<file path="config.mk">
export PLATFORM = sky130hd
export DESIGN_NAME = hbp_update
export DESIGN_NICKNAME = d
export VERILOG_FILES = /design/src/design/hbp_pkg.sv /design/src/design/hbp_update.sv
export SDC_FILE = /design/constraint.sdc
export NUM_CORES = 1
export LEC_CHECK = 0
export BUFFER_PORTS_ARGS = -buffer_cell sky130_fd_sc_hd__buf_4
export CORE_MARGIN = 2
export CORE_UTILIZATION = 50
export CTS_BUF_LIST = sky130_fd_sc_hd__clkbuf_4 sky130_fd_sc_hd__clkbuf_8
export DETAILED_ROUTE_END_ITERATION = 10
export PLACE_DENSITY = 0.71
export SYNTH_ARGS = -nofsm -noshare
export SYNTH_HDL_FRONTEND = slang
export SYNTH_SLANG_ARGS = --single-unit
</file>
<file path="constraint.sdc">
create_clock -name clk -period 5.34 [get_ports clk]
set_input_delay 1.068 -clock clk [delete_from_list [all_inputs] [get_ports clk]]
set_output_delay 1.068 -clock clk [all_outputs]
set_load 0.1 [all_outputs]
</file>
<file path="src/design/hbp_pkg.sv">
// Shared types, constants and helper functions for the hybrid branch predictor.
`timescale 1ns / 1ps
`default_nettype none

package hbp_pkg;

  // Configuration port geometry
  localparam int CFG_IDX_W  = 3;
  localparam int CFG_DATA_W = 4;

  // Register indexes
  localparam logic [CFG_IDX_W-1:0] REG_MODE         = 3'd0;
  localparam logic [CFG_IDX_W-1:0] REG_CHOOSER_BITS = 3'd1;
  localparam logic [CFG_IDX_W-1:0] REG_GSHARE_BITS  = 3'd2;
  localparam logic [CFG_IDX_W-1:0] REG_HISTORY_BITS = 3'd3;
  localparam logic [CFG_IDX_W-1:0] REG_BIMODAL_BITS = 3'd4;

  // Predictor modes; bit 1 set selects the hybrid (mode three included)
  localparam logic [1:0] MODE_BIMODAL    = 2'd0;
  localparam logic [1:0] MODE_GSHARE     = 2'd1;
  localparam int         MODE_HYBRID_BIT = 1;

  // Register reset values
  localparam logic [3:0] CHOOSER_BITS_RST = 4'd12;
  localparam logic [3:0] GSHARE_BITS_RST  = 4'd12;
  localparam logic [3:0] HISTORY_BITS_RST = 4'd8;
  localparam logic [3:0] BIMODAL_BITS_RST = 4'd12;

  // 2-bit saturating counters
  localparam logic [1:0] CTR_MIN     = 2'd0;
  localparam logic [1:0] CTR_MAX     = 2'd3;
  localparam logic [1:0] BIM_CTR_RST = 2'd2;
  localparam logic [1:0] GSH_CTR_RST = 2'd2;
  localparam logic [1:0] CHO_CTR_RST = 2'd1;

  typedef struct packed {
    logic [31:0] branch_address;
    logic        taken;
  } branch_t;

  typedef struct packed {
    logic        predicted_taken;
    logic        mispredicted;
    logic        used_gshare;
    logic [31:0] prediction_count;
    logic [31:0] misprediction_count;
  } result_t;

  typedef struct packed {
    logic [1:0] predictor_mode;
    logic [3:0] chooser_index_bits;
    logic [3:0] gshare_index_bits;
    logic [3:0] history_bits;
    logic [3:0] bimodal_index_bits;
  } cfg_t;

  // Saturating step up or down
  function automatic logic [1:0] ctr_train(input logic [1:0] c, input logic up);
    logic [1:0] r;
    if (up) begin
      r = (c == CTR_MAX) ? c : c + 2'd1;
    end else begin
      r = (c == CTR_MIN) ? c : c - 2'd1;
    end
    return r;
  endfunction

endpackage

`default_nettype wire

</file>
<file path="src/design/hbp_update.sv">
// Predict-and-train stage: table write-back, running counts and result register.
`timescale 1ns / 1ps
`default_nettype none

module hbp_update import hbp_pkg::*; #(
  parameter int BIM_AW = 12,
  parameter int GSH_AW = 12,
  parameter int CHO_AW = 12
) (
  input  wire logic              clk,
  input  wire logic              rst,
  input  wire cfg_t              cfg,
  input  wire logic              accept,
  input  wire logic [BIM_AW-1:0] bim_idx,
  input  wire logic [GSH_AW-1:0] gsh_idx,
  input  wire logic [CHO_AW-1:0] cho_idx,
  input  wire logic              taken,
  input  wire logic [1:0]        bim_q,
  input  wire logic [1:0]        gsh_q,
  input  wire logic [1:0]        cho_q,
  output logic                   s1_free,
  output logic                   bim_we,
  output logic      [BIM_AW-1:0] bim_wa,
  output logic      [1:0]        bim_wd,
  output logic                   gsh_we,
  output logic      [GSH_AW-1:0] gsh_wa,
  output logic      [1:0]        gsh_wd,
  output logic                   cho_we,
  output logic      [CHO_AW-1:0] cho_wa,
  output logic      [1:0]        cho_wd,
  output logic                   result_valid,
  input  wire logic              result_ready,
  output result_t                result
);

  logic              s1_valid;
  logic [BIM_AW-1:0] s1_bi;
  logic [GSH_AW-1:0] s1_gi;
  logic [CHO_AW-1:0] s1_ci;
  logic              s1_taken;
  logic              adv;
  logic              bim_pred;
  logic              gsh_pred;
  logic              hybrid;
  logic              use_gshare;
  logic              pred;
  logic              miss;
  logic [31:0]       branches_seen;
  logic [31:0]       misses_seen;
  logic [31:0]       branches_seen_next;
  logic [31:0]       misses_seen_next;

  // Stage moves on when the result register is empty or being drained
  assign adv     = s1_valid && (!result_valid || result_ready);
  assign s1_free = !s1_valid || adv;

  always_ff @(posedge clk) begin
    if (rst) begin
      s1_valid <= 1'b0;
    end else if (accept) begin
      s1_valid <= 1'b1;
    end else if (adv) begin
      s1_valid <= 1'b0;
    end
  end

  always_ff @(posedge clk) begin
    if (accept) begin
      s1_bi    <= bim_idx;
      s1_gi    <= gsh_idx;
      s1_ci    <= cho_idx;
      s1_taken <= taken;
    end
  end

  // Prediction and selection
  always_comb begin
    bim_pred   = bim_q[1];
    gsh_pred   = gsh_q[1];
    hybrid     = cfg.predictor_mode[MODE_HYBRID_BIT];
    use_gshare = hybrid ? cho_q[1] : (cfg.predictor_mode == MODE_GSHARE);
    pred       = use_gshare ? gsh_pred : bim_pred;
    miss       = pred != s1_taken;
  end

  // Write-back: only the predictor used trains; chooser, in hybrid mode, on disagreement
  always_comb begin
    bim_we = adv && !use_gshare;
    bim_wa = s1_bi;
    bim_wd = ctr_train(bim_q, s1_taken);
    gsh_we = adv && use_gshare;
    gsh_wa = s1_gi;
    gsh_wd = ctr_train(gsh_q, s1_taken);
    cho_we = adv && hybrid && (gsh_pred != bim_pred);
    cho_wa = s1_ci;
    cho_wd = ctr_train(cho_q, gsh_pred == s1_taken);
  end

  assign branches_seen_next = branches_seen + 32'd1;
  assign misses_seen_next   = miss ? misses_seen + 32'd1 : misses_seen;

  // Running counts
  always_ff @(posedge clk) begin
    if (rst) begin
      branches_seen <= '0;
      misses_seen   <= '0;
    end else if (adv) begin
      branches_seen <= branches_seen_next;
      misses_seen   <= misses_seen_next;
    end
  end

  // Result register
  always_ff @(posedge clk) begin
    if (rst) begin
      result_valid <= 1'b0;
    end else if (adv) begin
      result_valid <= 1'b1;
    end else if (result_ready) begin
      result_valid <= 1'b0;
    end
  end

  always_ff @(posedge clk) begin
    if (adv) begin
      result.predicted_taken     <= pred;
      result.mispredicted        <= miss;
      result.used_gshare         <= use_gshare;
      result.prediction_count    <= branches_seen_next;
      result.misprediction_count <= misses_seen_next;
    end
  end

endmodule

`default_nettype wire

</file>
Word level (Yosys, flattened, before mapping)
Index checks and enable logic that the tools add are counted.
Word-level totals
  output and inout port bits: 114
  word-level logic and storage cells: 59
  flip-flop bits (word level): 170
  input bits: 65
Operators by class
  muxes and demuxes: 16
  equality and inequality tests: 7
  reduce and logical (&&, ||, !) cells: 15
  add/subtract/negate cells: 8
Operators by type and width (number)
  $add 32x1->32 const B: 2
  $mux 32: 1
  $mux 2: 9
  $add 2x1->2 const B: 3
  $eq 2x2->1 const B: 3
  $logic_not 2->1: 3
  $mux 1: 6
  $sub 2x1->2 const B: 3
  $logic_and 1x1->1: 5
  $reduce_bool 2->1: 2
  $logic_not 1->1: 3
  $eq 2x1->1 const B: 1
  $logic_or 1x1->1: 2
  $ne 1x1->1: 2
  $eq 1x1->1: 1

Logic depth before layout (Yosys ltp)
  depth in word-level cells: 5
  mapped depth: 8
  depth with buffers taken out: 7

Worst setup path after synthesis
OpenSTA, ideal clock, no wires.
  kind: input to output
  start point: input port result_ready
  end point: output port cho_we
  data arrival time: 4.585 ns
  path slack: -0.313 ns
  buffers on the path: 1
  stages: 5
  cells stage by stage: nor2b_1 > nand2b_1 > inv_2 > buf_1 > and3_1
Between the ends
  cells in the longest elaborated chain, start to end: 4
Ends and longest elaborated chain
  from (decl): line hbp_update.sv:32  | input wire logic result_ready,
  $logic_or 1x1->1: line hbp_update.sv:54  | assign adv = s1_valid && (!result_valid || result_ready);
  $logic_and 1x1->1: line hbp_update.sv:54
  named net adv: line hbp_update.sv:41  | logic adv;
  $logic_and 1x1->1 (2 in a row): line hbp_update.sv:94  | cho_we = adv && hybrid && (gsh_pred != bim_pred);
  to (decl): line hbp_update.sv:28  | output logic cho_we,
The timed path passes the listed nets, and every way through them passes these cells.

Final worst setup path
  start point: input port cfg[17] in the netlist's numbering
  end point: register result[10] in the netlist's numbering, data pin
Between the ends
  cells in the longest elaborated chain, start to end: 5
Ends and longest elaborated chain
  from (decl): line hbp_update.sv:12  | input wire cfg_t cfg,
  $eq 2x1->1: line hbp_update.sv:81  | use_gshare = hybrid ? cho_q[1] : (cfg.predictor_mode == MODE_GSHARE);
  $mux 1 *: line hbp_update.sv:81
  $mux 1 *: line hbp_update.sv:82  | pred = use_gshare ? gsh_pred : bim_pred;
  $ne 1x1->1 *: line hbp_update.sv:83  | miss = pred != s1_taken;
  named net miss: line hbp_update.sv:47  | logic miss;
  $mux 32 *: line hbp_update.sv:100  | assign misses_seen_next = miss ? misses_seen + 32'd1 : misses_seen;
  named net misses_seen_next[10]: line hbp_update.sv:51  | logic [31:0] misses_seen_next;
  to (decl): line hbp_update.sv:33  | output result_t result
Mark *: on every way through the listed nets, which the timed path passes. The rest lies on a longest branch.
A chain may end at the register's enable or synchronous reset.

==> summary.md <==
| Metric | Value |
|---|---|
| Outcome | complete, no violations |
| Data required, critical path | 5.55 ns |
| Synth top area share | 42.2% |
| Mux contribution to synthesized area | 0.439% |
| Core area | 14500 um2 |
| Slew headroom | 31.6% |
| Synth Instances | 658 |
| Final worst path period need | 3.51 ns |
| Fin. max-slew vios | 0 |
| Max Clock Freq | 0.285 GHz |
| Power Dens Cells | 324 nW/um2 |
| Placed cell area | 8720 um2 |
| Worst-path clk slew | 0.08 ns |
| Pre-antenna DRT Iters | 5 |
| Mapped Avg Cell Area | 11.2 um2 |
| Gr usage total | 21.1% |
| Top cells by area, synth | edfxtp_1 (42%), dfxtp_1 (18%), xor2_1 (6.5%) |
| Post-Place Setup Slack | 1.41 ns |
| # setup viols final | 0 |
| Hold_buf cts | 0 |
| Fin worst setup slack | 1.83 ns |
| Clk buf depth | 2 |
| CP startpoint kind | input port |
| Row Count | 44 |
| Simple-Gate Fraction of Synth Area | 18.8% |
| Routed wire length | 16.5 mm |
| Fin. Hold Viols | 0 |
| Ys flop type | edfxtp_1 |
| RSZ-0062 raised after global routing | no |
| Final TNS setup | 0 ns |
| DRC | 0 |
| Clock Sinks | 170 |
| Commonest cells in the synthesized netlist | edfxtp_1 (104), nor2_1 (74), dfxtp_1 (66), xor2_1 (55), nand2_1 (48) |
| Design Area, Final | 9160 um2 |
| Die area | 15800 um2 |
| Adder-cell area share of the yosys netlist | 0.879% |
| Root Buffer | clkbuf_8 |
| Post-synthesis async set-or-reset flop share | 0% |
| Period Utilization, post-route | 65.7% |
| Die H | 126 um |
| CTS resizes | 0 |
| Vias per Instance | 5.48 |
| Die width | 126 um |
| Antenna diodes | 0 |
| CP Capture Type | flop |
| Xor/xnor share of the synthesized area | 11.6% |
| Maximum number of pins on one net before global-route repair | 71 |
| Maximum fanout along the worst path | 22 |
| Worst vdd ir | 0.162 mV |
| Starting density of the core | 51.1% |
| Leak | 3.49 nW |
| Synth Net Count | 725 |
| Seq/Total Area, Yosys | 60.0% |
| DR iter-0 viols | 404 |
| Yosys reg bits | 170 |
| Final net count | 876 |
| Max Clock Skew | 0.00688 ns |
| Max Cap Viol | 0 |
| Number of buffers added on ports | 162 |
| Most common cell in the synthesized netlist | edfxtp_1 |
| Area Growth Syn to Fin | 23.7% |
| Largest family of logic cells by synthesized area | simple AND/OR/NAND/NOR gates |
| Worst slew pin tran | 1.03 ns |
| CTS tree | built |
| CP Class | input port to flop |
| Synth Area in Compound Gates | 5.24% |
| Share of layout cells above drive strength 1 | 26.2% |
| Congestion Overflow GR | 0 |
| DP HPWL | 11.6 mm |
| Routed vias | 5516 |
| Distinct cells, synth | 51 |
| Yosys warning total | 0 |
| Vias in the first global route | 5306 |
| Worst hold-check path type | flop to flop |
| Crit path DAT | 3.72 ns |
| Later-pin clock latency in the skew report | 0.45 ns |
| Yosys top cell by area | edfxtp_1 |
| H-tree levels | 4 |
| ANT nets after route | 0 |
| CTS Buf Count | 17 |
| Post-Syn Area | 7400 um2 |
| Initial antenna violation count | 0 |
| Setup bufs post-CTS | 0 |
| Placer Congestion | 0.893 |
| Global-route wire length before repair | 26.6 mm |
| WL/cell | 16.4 um |
| Post-synth EDFFs | 104 |
| IO Count | 179 |
## worst paths after layout
path | startpoint | endpoint | slack (ns) | cells past startpoint
worst max-delay path | cfg[17] | result[10] | 1.83 | 8
worst min-delay path | branches_seen[1] | branches_seen[1] | 0.49 | 2
worst max register to register | s1_taken | result[10] | 2.25 | 7
worst min register to register | branches_seen[1] | branches_seen[1] | 0.49 | 2
## worst max-delay path, stage by stage
cell and delay, ns:
buf_4 0.09, mux2i_1 0.40, a21oi_1 0.09, buf_4 0.20, nor2_2 0.80, clkinv_1 0.58
and3_1 0.34, xor2_1 0.13
## where the power goes
| part | internal, mW | total [mW] | switching (mW) |
|---|---|---|---|
| clock | 0.500 | 0.943 | 0.443 |
| combinational | 0.101 | 0.563 | 0.462 |
| sequential | 1.44 | 1.46 | 0.0188 |
## logic make-up after synthesis
| logic type | Yosys count |
|---|---|
| AOI/OAI and AO/OA | 65 |
| adders and majority gates | 6 |
| buffers and inverters | 51 |
| xor gates and xnor gates | 98 |
| and+or+nand+nor | 265 |
| muxes | 3 |
| DFF | 170 |
## flip-flops by register name, indices dropped and copies added, names as in the netlist
register	cells
gsh_wa	12
result_valid	1
s1_valid	1
branches_seen	32
bim_wa	12
s1_taken	1
result	67
cho_wa	12
misses_seen	32
## layer usage
layer | track usage (%) | part of all wire, % | wire [um]
met5 | 0 | 0 | 0
met4 | 9.48 | 3.1 | 510
met3 | 4.63 | 6.2 | 1030
met2 | 34.9 | 49 | 8090
met1 | 26.9 | 42 | 6840
## final cells by class
class                   count  area [um2]
clock buffers              17         234
clock inverters            15         181
fillers                  1154        5320
inverters                  15        57.6
multi-input cells         437        2740
flip-flops and latches    170        4440
well taps                 184         230
repair buffers            168        1270
## per-stage QoR
step	hold slack [ns]	utilization, %	power [mW]	cells
2_1_floorplan	0.449	-	1.92	658
3_3_place_gp	0.461	60.3	2.05	973
3_5_place_dp	0.479	60.3	2.05	973
4_1_cts	0.492	63.1	2.99	1005
5_1_grt	0.520	63.2	3.07	1006
6_report	0.486	63.2	2.97	1006
## layout by cell type, fill, tap and decap left out, types with 19 or more instances in the layout
cell type	n
nand4_1	19
nor3_1	20
nor2_1	74
nand2_1	48
xor2_1	55
a21oi_1	26
nand3_1	32
edfxtp_1	104
xnor2_1	43
dfxtp_1	66
buf_4	167
No activity file was read; power rests on OpenSTA's default activity.
