===== src/design/hbp_pkg.sv =====
// Shared types, constants and helper functions for the hybrid branch predictor.
`timescale 1ns / 1ps
`default_nettype none

package hbp_pkg;

  // Configuration port geometry
  localparam int CFG_IDX_W  = 3;
  localparam int CFG_DATA_W = 4;

  // Register indexes
  localparam logic [CFG_IDX_W-1:0] REG_MODE         = 3'd0;
  localparam logic [CFG_IDX_W-1:0] REG_CHOOSER_BITS = 3'd1;
  localparam logic [CFG_IDX_W-1:0] REG_GSHARE_BITS  = 3'd2;
  localparam logic [CFG_IDX_W-1:0] REG_HISTORY_BITS = 3'd3;
  localparam logic [CFG_IDX_W-1:0] REG_BIMODAL_BITS = 3'd4;

  // Predictor modes; bit 1 set selects the hybrid (mode three included)
  localparam logic [1:0] MODE_BIMODAL    = 2'd0;
  localparam logic [1:0] MODE_GSHARE     = 2'd1;
  localparam int         MODE_HYBRID_BIT = 1;

  // Register reset values
  localparam logic [3:0] CHOOSER_BITS_RST = 4'd12;
  localparam logic [3:0] GSHARE_BITS_RST  = 4'd12;
  localparam logic [3:0] HISTORY_BITS_RST = 4'd8;
  localparam logic [3:0] BIMODAL_BITS_RST = 4'd12;

  // 2-bit saturating counters
  localparam logic [1:0] CTR_MIN     = 2'd0;
  localparam logic [1:0] CTR_MAX     = 2'd3;
  localparam logic [1:0] BIM_CTR_RST = 2'd2;
  localparam logic [1:0] GSH_CTR_RST = 2'd2;
  localparam logic [1:0] CHO_CTR_RST = 2'd1;

  typedef struct packed {
    logic [31:0] branch_address;
    logic        taken;
  } branch_t;

  typedef struct packed {
    logic        predicted_taken;
    logic        mispredicted;
    logic        used_gshare;
    logic [31:0] prediction_count;
    logic [31:0] misprediction_count;
  } result_t;

  typedef struct packed {
    logic [1:0] predictor_mode;
    logic [3:0] chooser_index_bits;
    logic [3:0] gshare_index_bits;
    logic [3:0] history_bits;
    logic [3:0] bimodal_index_bits;
  } cfg_t;

  // Saturating step up or down
  function automatic logic [1:0] ctr_train(input logic [1:0] c, input logic up);
    logic [1:0] r;
    if (up) begin
      r = (c == CTR_MAX) ? c : c + 2'd1;
    end else begin
      r = (c == CTR_MIN) ? c : c - 2'd1;
    end
    return r;
  endfunction

endpackage

`default_nettype wire


===== src/design/hbp_index.sv =====
// Index generation for the three tables and the global history register.
`timescale 1ns / 1ps
`default_nettype none

module hbp_index import hbp_pkg::*; #(
  parameter int BIM_AW = 12,
  parameter int GSH_AW = 12,
  parameter int CHO_AW = 12
) (
  input  wire logic              clk,
  input  wire logic              rst,
  input  wire cfg_t              cfg,
  input  wire logic              accept,
  input  wire logic [31:0]       branch_address,
  input  wire logic              taken,
  output logic      [BIM_AW-1:0] bim_idx,
  output logic      [GSH_AW-1:0] gsh_idx,
  output logic      [CHO_AW-1:0] cho_idx
);

  localparam int BCW = $clog2(BIM_AW + 1);
  localparam int GCW = $clog2(GSH_AW + 1);
  localparam int CCW = $clog2(CHO_AW + 1);

  logic [29:0]       pc;
  logic [BCW-1:0]    m2;
  logic [GCW-1:0]    m1;
  logic [GCW-1:0]    n;
  logic [GCW-1:0]    s;
  logic [CCW-1:0]    k;
  logic [BIM_AW-1:0] bim_mask;
  logic [GSH_AW-1:0] gsh_mask;
  logic [GSH_AW-1:0] hist_mask;
  logic [CHO_AW-1:0] cho_mask;
  logic [GSH_AW-1:0] history;
  logic [GSH_AW-1:0] history_next;
  logic [GSH_AW-1:0] hist_n;
  logic [GSH_AW-1:0] hist_shr;

  assign pc = branch_address[31:2];

  // Clamp widths to table sizes; history to the gshare width
  always_comb begin
    m2 = (int'(cfg.bimodal_index_bits) > BIM_AW) ? BCW'(BIM_AW)
                                                 : BCW'(cfg.bimodal_index_bits);
    m1 = (int'(cfg.gshare_index_bits) > GSH_AW) ? GCW'(GSH_AW)
                                                : GCW'(cfg.gshare_index_bits);
    k  = (int'(cfg.chooser_index_bits) > CHO_AW) ? CCW'(CHO_AW)
                                                 : CCW'(cfg.chooser_index_bits);
    n  = (int'(cfg.history_bits) > int'(m1)) ? m1 : GCW'(cfg.history_bits);
    s  = m1 - n;
  end

  // Low-bit masks
  always_comb begin
    for (int i = 0; i < BIM_AW; i++) bim_mask[i] = (i < int'(m2));
    for (int i = 0; i < GSH_AW; i++) gsh_mask[i] = (i < int'(m1));
    for (int i = 0; i < GSH_AW; i++) hist_mask[i] = (i < int'(n));
    for (int i = 0; i < CHO_AW; i++) cho_mask[i] = (i < int'(k));
  end

  // History folds into the upper n bits of the gshare index
  assign hist_n  = history & hist_mask;
  assign bim_idx = pc[BIM_AW-1:0] & bim_mask;
  assign cho_idx = pc[CHO_AW-1:0] & cho_mask;
  assign gsh_idx = (pc[GSH_AW-1:0] & gsh_mask) ^ (hist_n << s);

  // Shift right, outcome enters at bit n-1; n of zero leaves all clear
  assign hist_shr = hist_n >> 1;
  always_comb begin
    for (int i = 0; i < GSH_AW; i++) begin
      history_next[i] = (i + 1 == int'(n)) ? taken : hist_shr[i];
    end
  end

  always_ff @(posedge clk) begin
    if (rst) begin
      history <= '0;
    end else if (accept && cfg.predictor_mode != MODE_BIMODAL) begin
      history <= history_next;
    end
  end

endmodule

`default_nettype wire


===== config.mk =====
export PLATFORM = sky130hd
export DESIGN_NAME = hbp_index
export DESIGN_NICKNAME = d
export VERILOG_FILES = /design/src/design/hbp_pkg.sv /design/src/design/hbp_index.sv
export SDC_FILE = /design/constraint.sdc
export NUM_CORES = 1
export LEC_CHECK = 0
export BUFFER_PORTS_ARGS = -buffer_cell sky130_fd_sc_hd__buf_2
export CORE_MARGIN = 5
export CORE_UTILIZATION = 25
export CTS_CLUSTER_SIZE = 16
export DETAILED_ROUTE_END_ITERATION = 8
export GPL_TIMING_DRIVEN = 0
export PLACE_DENSITY = 0.46
export SYNTH_ARGS = -nofsm -noshare
export SYNTH_HDL_FRONTEND = slang
export SYNTH_SLANG_ARGS = --single-unit

===== constraint.sdc =====
create_clock -name clk -period 18.1 [get_ports clk]
set_input_delay 3.62 -clock clk [delete_from_list [all_inputs] [get_ports clk]]
set_output_delay 3.62 -clock clk [all_outputs]
set_load 0.01 [all_outputs]

Yosys cells after proc, flatten, opt, wreduce, memory -nomap -nowiden --
Index checks and enable logic that the tools add are counted.
Storage, ports and cells: register bits 12, input bits 54
Operators by class: add/sub/neg operators 1, order comparisons 52, eq/ne operators 12, shift operators 1, multiplexer cells 16, bitwise operators 5, reductions and logical operators 2
Operator list (number):
- $lt 3x4->1 const A | 16
- $lt 4x4->1 const A | 16
- $and 12x12->12 | 4
- $eq 4x4->1 const A | 8
- $lt 1x4->1 const A | 8
- $lt 2x4->1 const A | 8
- $mux 4 | 4
- $eq 3x4->1 const A | 3
- $gt 4x4->1 const B | 3
- $mux 1 | 12
- $shl 12x4->12 | 1
- $xor 12x12->12 | 1
- $eq 2x4->1 const A | 1
- $gt 4x4->1 | 1
- $sub 4x4->4 | 1
- $reduce_bool 2->1 | 1
- $logic_and 1x1->1 | 1

Depth between registers and ports, before layout --
depth in word-level cells 8, mapped depth 21, depth with buffers taken out 18

Worst setup path after synthesis --
OpenSTA, ideal clock, no wires.
kind input port to output port, start input cfg[11] in the netlist's numbering, end output gsh_idx[7], arrival 7.622 ns, path slack 6.858 ns, stages on the path 20, path buffers 5, cell sequence clkbuf_1 -> a21boi_2 -> inv_2 -> ha_1 -> nor2b_1 -> o211ai_2 -> a21oi_2 -> buf_6 -> buf_2 -> mux2i_1 -> inv_1 -> ha_1 -> inv_1 -> ha_1 -> clkbuf_1 -> clkbuf_1 -> mux2i_1 -> mux4_2 -> nand2_1 -> xor2_1
Between the ends: word-level cells in the longest chain between the ends 8, elaborated cells between the ends (all ways) 22
RTL lines:
- start, declared | RTL line hbp_index.sv:12 | input wire cfg_t cfg,
- $gt 4x4->1 | RTL line hbp_index.sv:46 | m1 = (int'(cfg.gshare_index_bits) > GSH_AW) ? GCW'(GSH_AW)
- $mux 4 (*) | RTL line hbp_index.sv:46
- $gt 4x4->1 | RTL line hbp_index.sv:50 | n = (int'(cfg.history_bits) > int'(m1)) ? m1 : GCW'(cfg.history_bits);
- $mux 4 | RTL line hbp_index.sv:50
- $lt 1x4->1 (tied with other cells) | RTL line hbp_index.sv:58 | for (int i = 0; i < GSH_AW; i++) hist_mask[i] = (i < int'(n));
- $and 12x12->12 | RTL line hbp_index.sv:63 | assign hist_n = history & hist_mask;
- $shl 12x4->12 | RTL line hbp_index.sv:66 | assign gsh_idx = (pc[GSH_AW-1:0] & gsh_mask) ^ (hist_n << s);
- $xor 12x12->12 (*) | RTL line hbp_index.sv:66
- end, declared | RTL line hbp_index.sv:17 | output logic [GSH_AW-1:0] gsh_idx,
Every way passes the cells marked *; elsewhere a longest branch is shown, timed or not.

Final worst setup path --
start input cfg[9] in the netlist's numbering, end output gsh_idx[11]
The elaborated chain is that of the path after synthesis.

==> impl_metrics.py <==
metrics = {
    "logic_synthesis": {
        "ys_ff_latch": 12,
        "synthesis.nets": 385,
        "ys_types": 68,
        "seq_area_frac_synth": 0.101,
        "synth_edf_count": 0,
        "synthArstFlopShare": 0,
        "netlist_area_sq_um": 2390,
        "ys_warn_count": 0,
        "synthFlopType": "dfxtp_1",
        "synth_area_per_cell_sq_um": 7.36,
        "netlist_instances": 324,
    },
    "final_layout": {
        "drive_above_1_share": 0.251,
        "regMostFlops": "history",
        "largest_reg_flops": 12,
        "antenna_cells": 0,
        "nNetsFinal": 452,
        "layout.area.seq_sq_um": 240,
        "multi_input_area_sq_um": 1970,
        "areaGrowthSynthToFinish_pct": 22.1,
        "reg_top3": "history x12",
        "n_fill_cell": 1045,
    },
    "floorplan": {
        "die_area_sq_um": 11600,
        "start_util": 0.257,
        "die_w_microns": 108,
        "placementRows": 35,
        "die_h_microns": 108,
        "core_area_sq_um": 9280,
        "ios": 90,
    },
    "pwr": {
        "cellPowerDensity_nw_per_um2": 58.8,
        "intPower_w": 0.0000915,
        "fin_total_pwr_w": 0.000171,
        "clock_power_share": 0.170,
        "peakVddDrop_uv": 32.3,
        "combinationalPowerShare": 0.663,
        "power.leakage_nw": 1.18,
        "seqPwrFrac": 0.167,
        "p_switching_w": 0.0000799,
        "swShare": 0.466,
    },
    "critical_path": {
        "worst_setup_path_end_kind": "output pin",
        "cp.arrival_ns": 8.62,
        "required_ns": 14.48,
        "r2r_setup_slack_ns": 16.69,
        "worst-setup-path-type": "input port to output pin",
        "crit_start": "cfg[9]",
        "start_kind": "input port",
        "crit_fanout": 10,
        "reg2reg_from": "history[5]",
    },
    "global_route": {
        "grt_pass1_vias": 2745,
        "antenna_found_initial": 0,
        "grt_use_met3": 0.0168,
        "grt_pass1_wl_mm": 13.7,
        "grtUsageMet2": 0.250,
        "grt_overflow": 0,
        "grtUsageMet1": 0.189,
        "grt_max_degree": 11,
        "grt.total_usage": 0.146,
        "grt-busiest-layer": "met2",
    },
    "sta": {
        "setup_tns_ns": 0,
        "rsz0062_at_grt": "false",
        "fmax_mhz": 81.7,
        "setup_viol": 0,
        "tightest_slew_ns": 0.834,
        "period_needed_ns": 12.24,
        "hold_viol": 0,
        "slew_violations": 0,
        "max_slew_margin": 0.435,
        "fin_skew_ns": 0.00295,
        "fin_crit_sh": 0.676,
    },
    "clock_network": {
        "clkSlewWorstSetupHoldPaths_ns": 0.05,
        "numCtsBuffers": 3,
        "cts_setup_buffers": 0,
        "hold_buffers": 0,
        "clkLatencyLatePin_ns": 0.25,
        "cts_tree": "done",
        "cts_htree_levels": 1,
        "clkSinkCount": 12,
        "cts_buffer_depth": 2,
        "cts_root_buf": "clkbuf_8",
        "postCtsResizedCells": 0,
    },
    "worst_hold_path": {
        "hp-class": "flip-flop to flip-flop",
        "hp-start": "history[10]",
    },
    "route": {
        "antenna_left": 0,
        "wirelength_mm": 8.83,
        "dr.pass1.iters": 5,
        "drt_iter0_markers": 195,
        "drc": 0,
        "routed_via_density": 5.40,
        "num_vias": 2801,
        "routedWlPerCell_microns": 17.0,
    },
    "flow_run": {
        "maxCapViolCount": 0,
    },
    "placement": {
        "io_buffers": 62,
        "place.gp.congestion": 0.812,
        "dp_hpwl_mm": 7.25,
    },
    "outcome": {
        "status": "finished clean",
    },
}
logic make-up (layout without fill, tap and decap cells):
family / count (synthesis) / count (layout) / synth area share
simple gates: 104 / 104 / 0.198
mux: 20 / 20 / 0.118
compound gates: 124 / 124 / 0.404
xor+xnor: 16 / 16 / 0.0697
fa+ha+maj: 7 / 7 / 0.0367
flops: 12 / 12 / 0.101
buf+inv: 41 / 107 / 0.0729
per-stage QoR:
stage,util,hold WS [ns],area [sq um],cells,setup slack (ns)
after floorplan,-,0.432,2390,324,6.86
after global placement,0.308,0.448,2860,515,5.99
after detailed placement,0.308,0.469,2860,515,5.92
after CTS,0.314,0.478,2910,519,5.90
after global routing,0.314,0.490,2910,519,5.47
final,0.314,0.467,2910,519,5.86
area by class of cell:
type,instances,share of cell area
well taps,129,0.0554
multi-input cells,271,0.677
clock buffers,4,0.0189
flip-flops and latches,12,0.0825
inverters,14,0.0180
repair buffers,62,0.107
plain buffers,27,0.0417
cell usage after synthesis, types with 5 or more instances:
library cell   n  area (sq um)
a21oi_1       16          80.1
a31oi_1        5          31.3
clkbuf_1      20          75.1
dfxtp_1       12           240
ha_1           7          87.6
inv_1         11          41.3
mux2i_1        9          90.1
mux4_2         6           135
nand2_1       31           116
nand3_1        5          25.0
nor2_1        37           139
nor2b_1        8          50.1
o211a_1        6          60.1
o211ai_1      12          90.1
o21a_1         6          45.0
o21ai_0       15          75.1
o31ai_1        6          45.0
xnor2_1        9          78.8
xor2_1         5          43.8
metal layers:
layer	vias to the layer above	routed length (microns)
met4	0	175
met2	110	3990
met1	1312	4020
met3	15	647
met5	-	0
li1	1364	-
cell usage in the layout, fill, tap and decap left out, types with 6 or more instances in the layout:
cell / count
clkbuf_1: 20
mux4_2: 6
ha_1: 7
nand2_1: 31
o21a_1: 6
nor2b_1: 8
xnor2_1: 9
mux2i_1: 9
o211a_1: 6
nor2_1: 37
inv_1: 11
a21oi_1: 16
buf_2: 66
o31ai_1: 6
o21ai_0: 15
dfxtp_1: 12
o211ai_1: 12
worst max-delay path, cell delays in order:
cell and delay, ns:
buf_2 0.19, a21boi_2 0.43, inv_2 0.11, ha_1 0.33
nor2b_1 0.28, o211ai_2 0.19, a21oi_2 0.26, buf_6 0.18
buf_2 0.25, mux2i_1 0.33, inv_1 0.08, ha_1 0.18
inv_1 0.12, ha_1 0.14, clkbuf_1 0.35, clkbuf_1 0.44
mux4_2 0.38, or3_1 0.33, o221ai_1 0.12, xnor2_1 0.15
buf_2 0.15
path summary, 6_finish.rpt:
path	end	cells after the start
min reg2reg	history[10]	2
max	gsh_idx[11]	21
max reg2reg	history[4]	4
min	history[10]	2
power by group through the flow:
| stage | Combinational, W | Sequential [W] | Clock, W |
|---|---|---|---|
| floorplan | 0.0000808 | 0.0000288 | 0 |
| global placement | 0.000112 | 0.0000292 | 0 |
| detailed placement | 0.000113 | 0.0000291 | 0 |
| CTS | 0.000113 | 0.0000286 | 0.0000298 |
| global route | 0.000124 | 0.0000287 | 0.0000315 |
| finish | 0.000114 | 0.0000287 | 0.0000291 |
(Power assumes the default switching activity.)
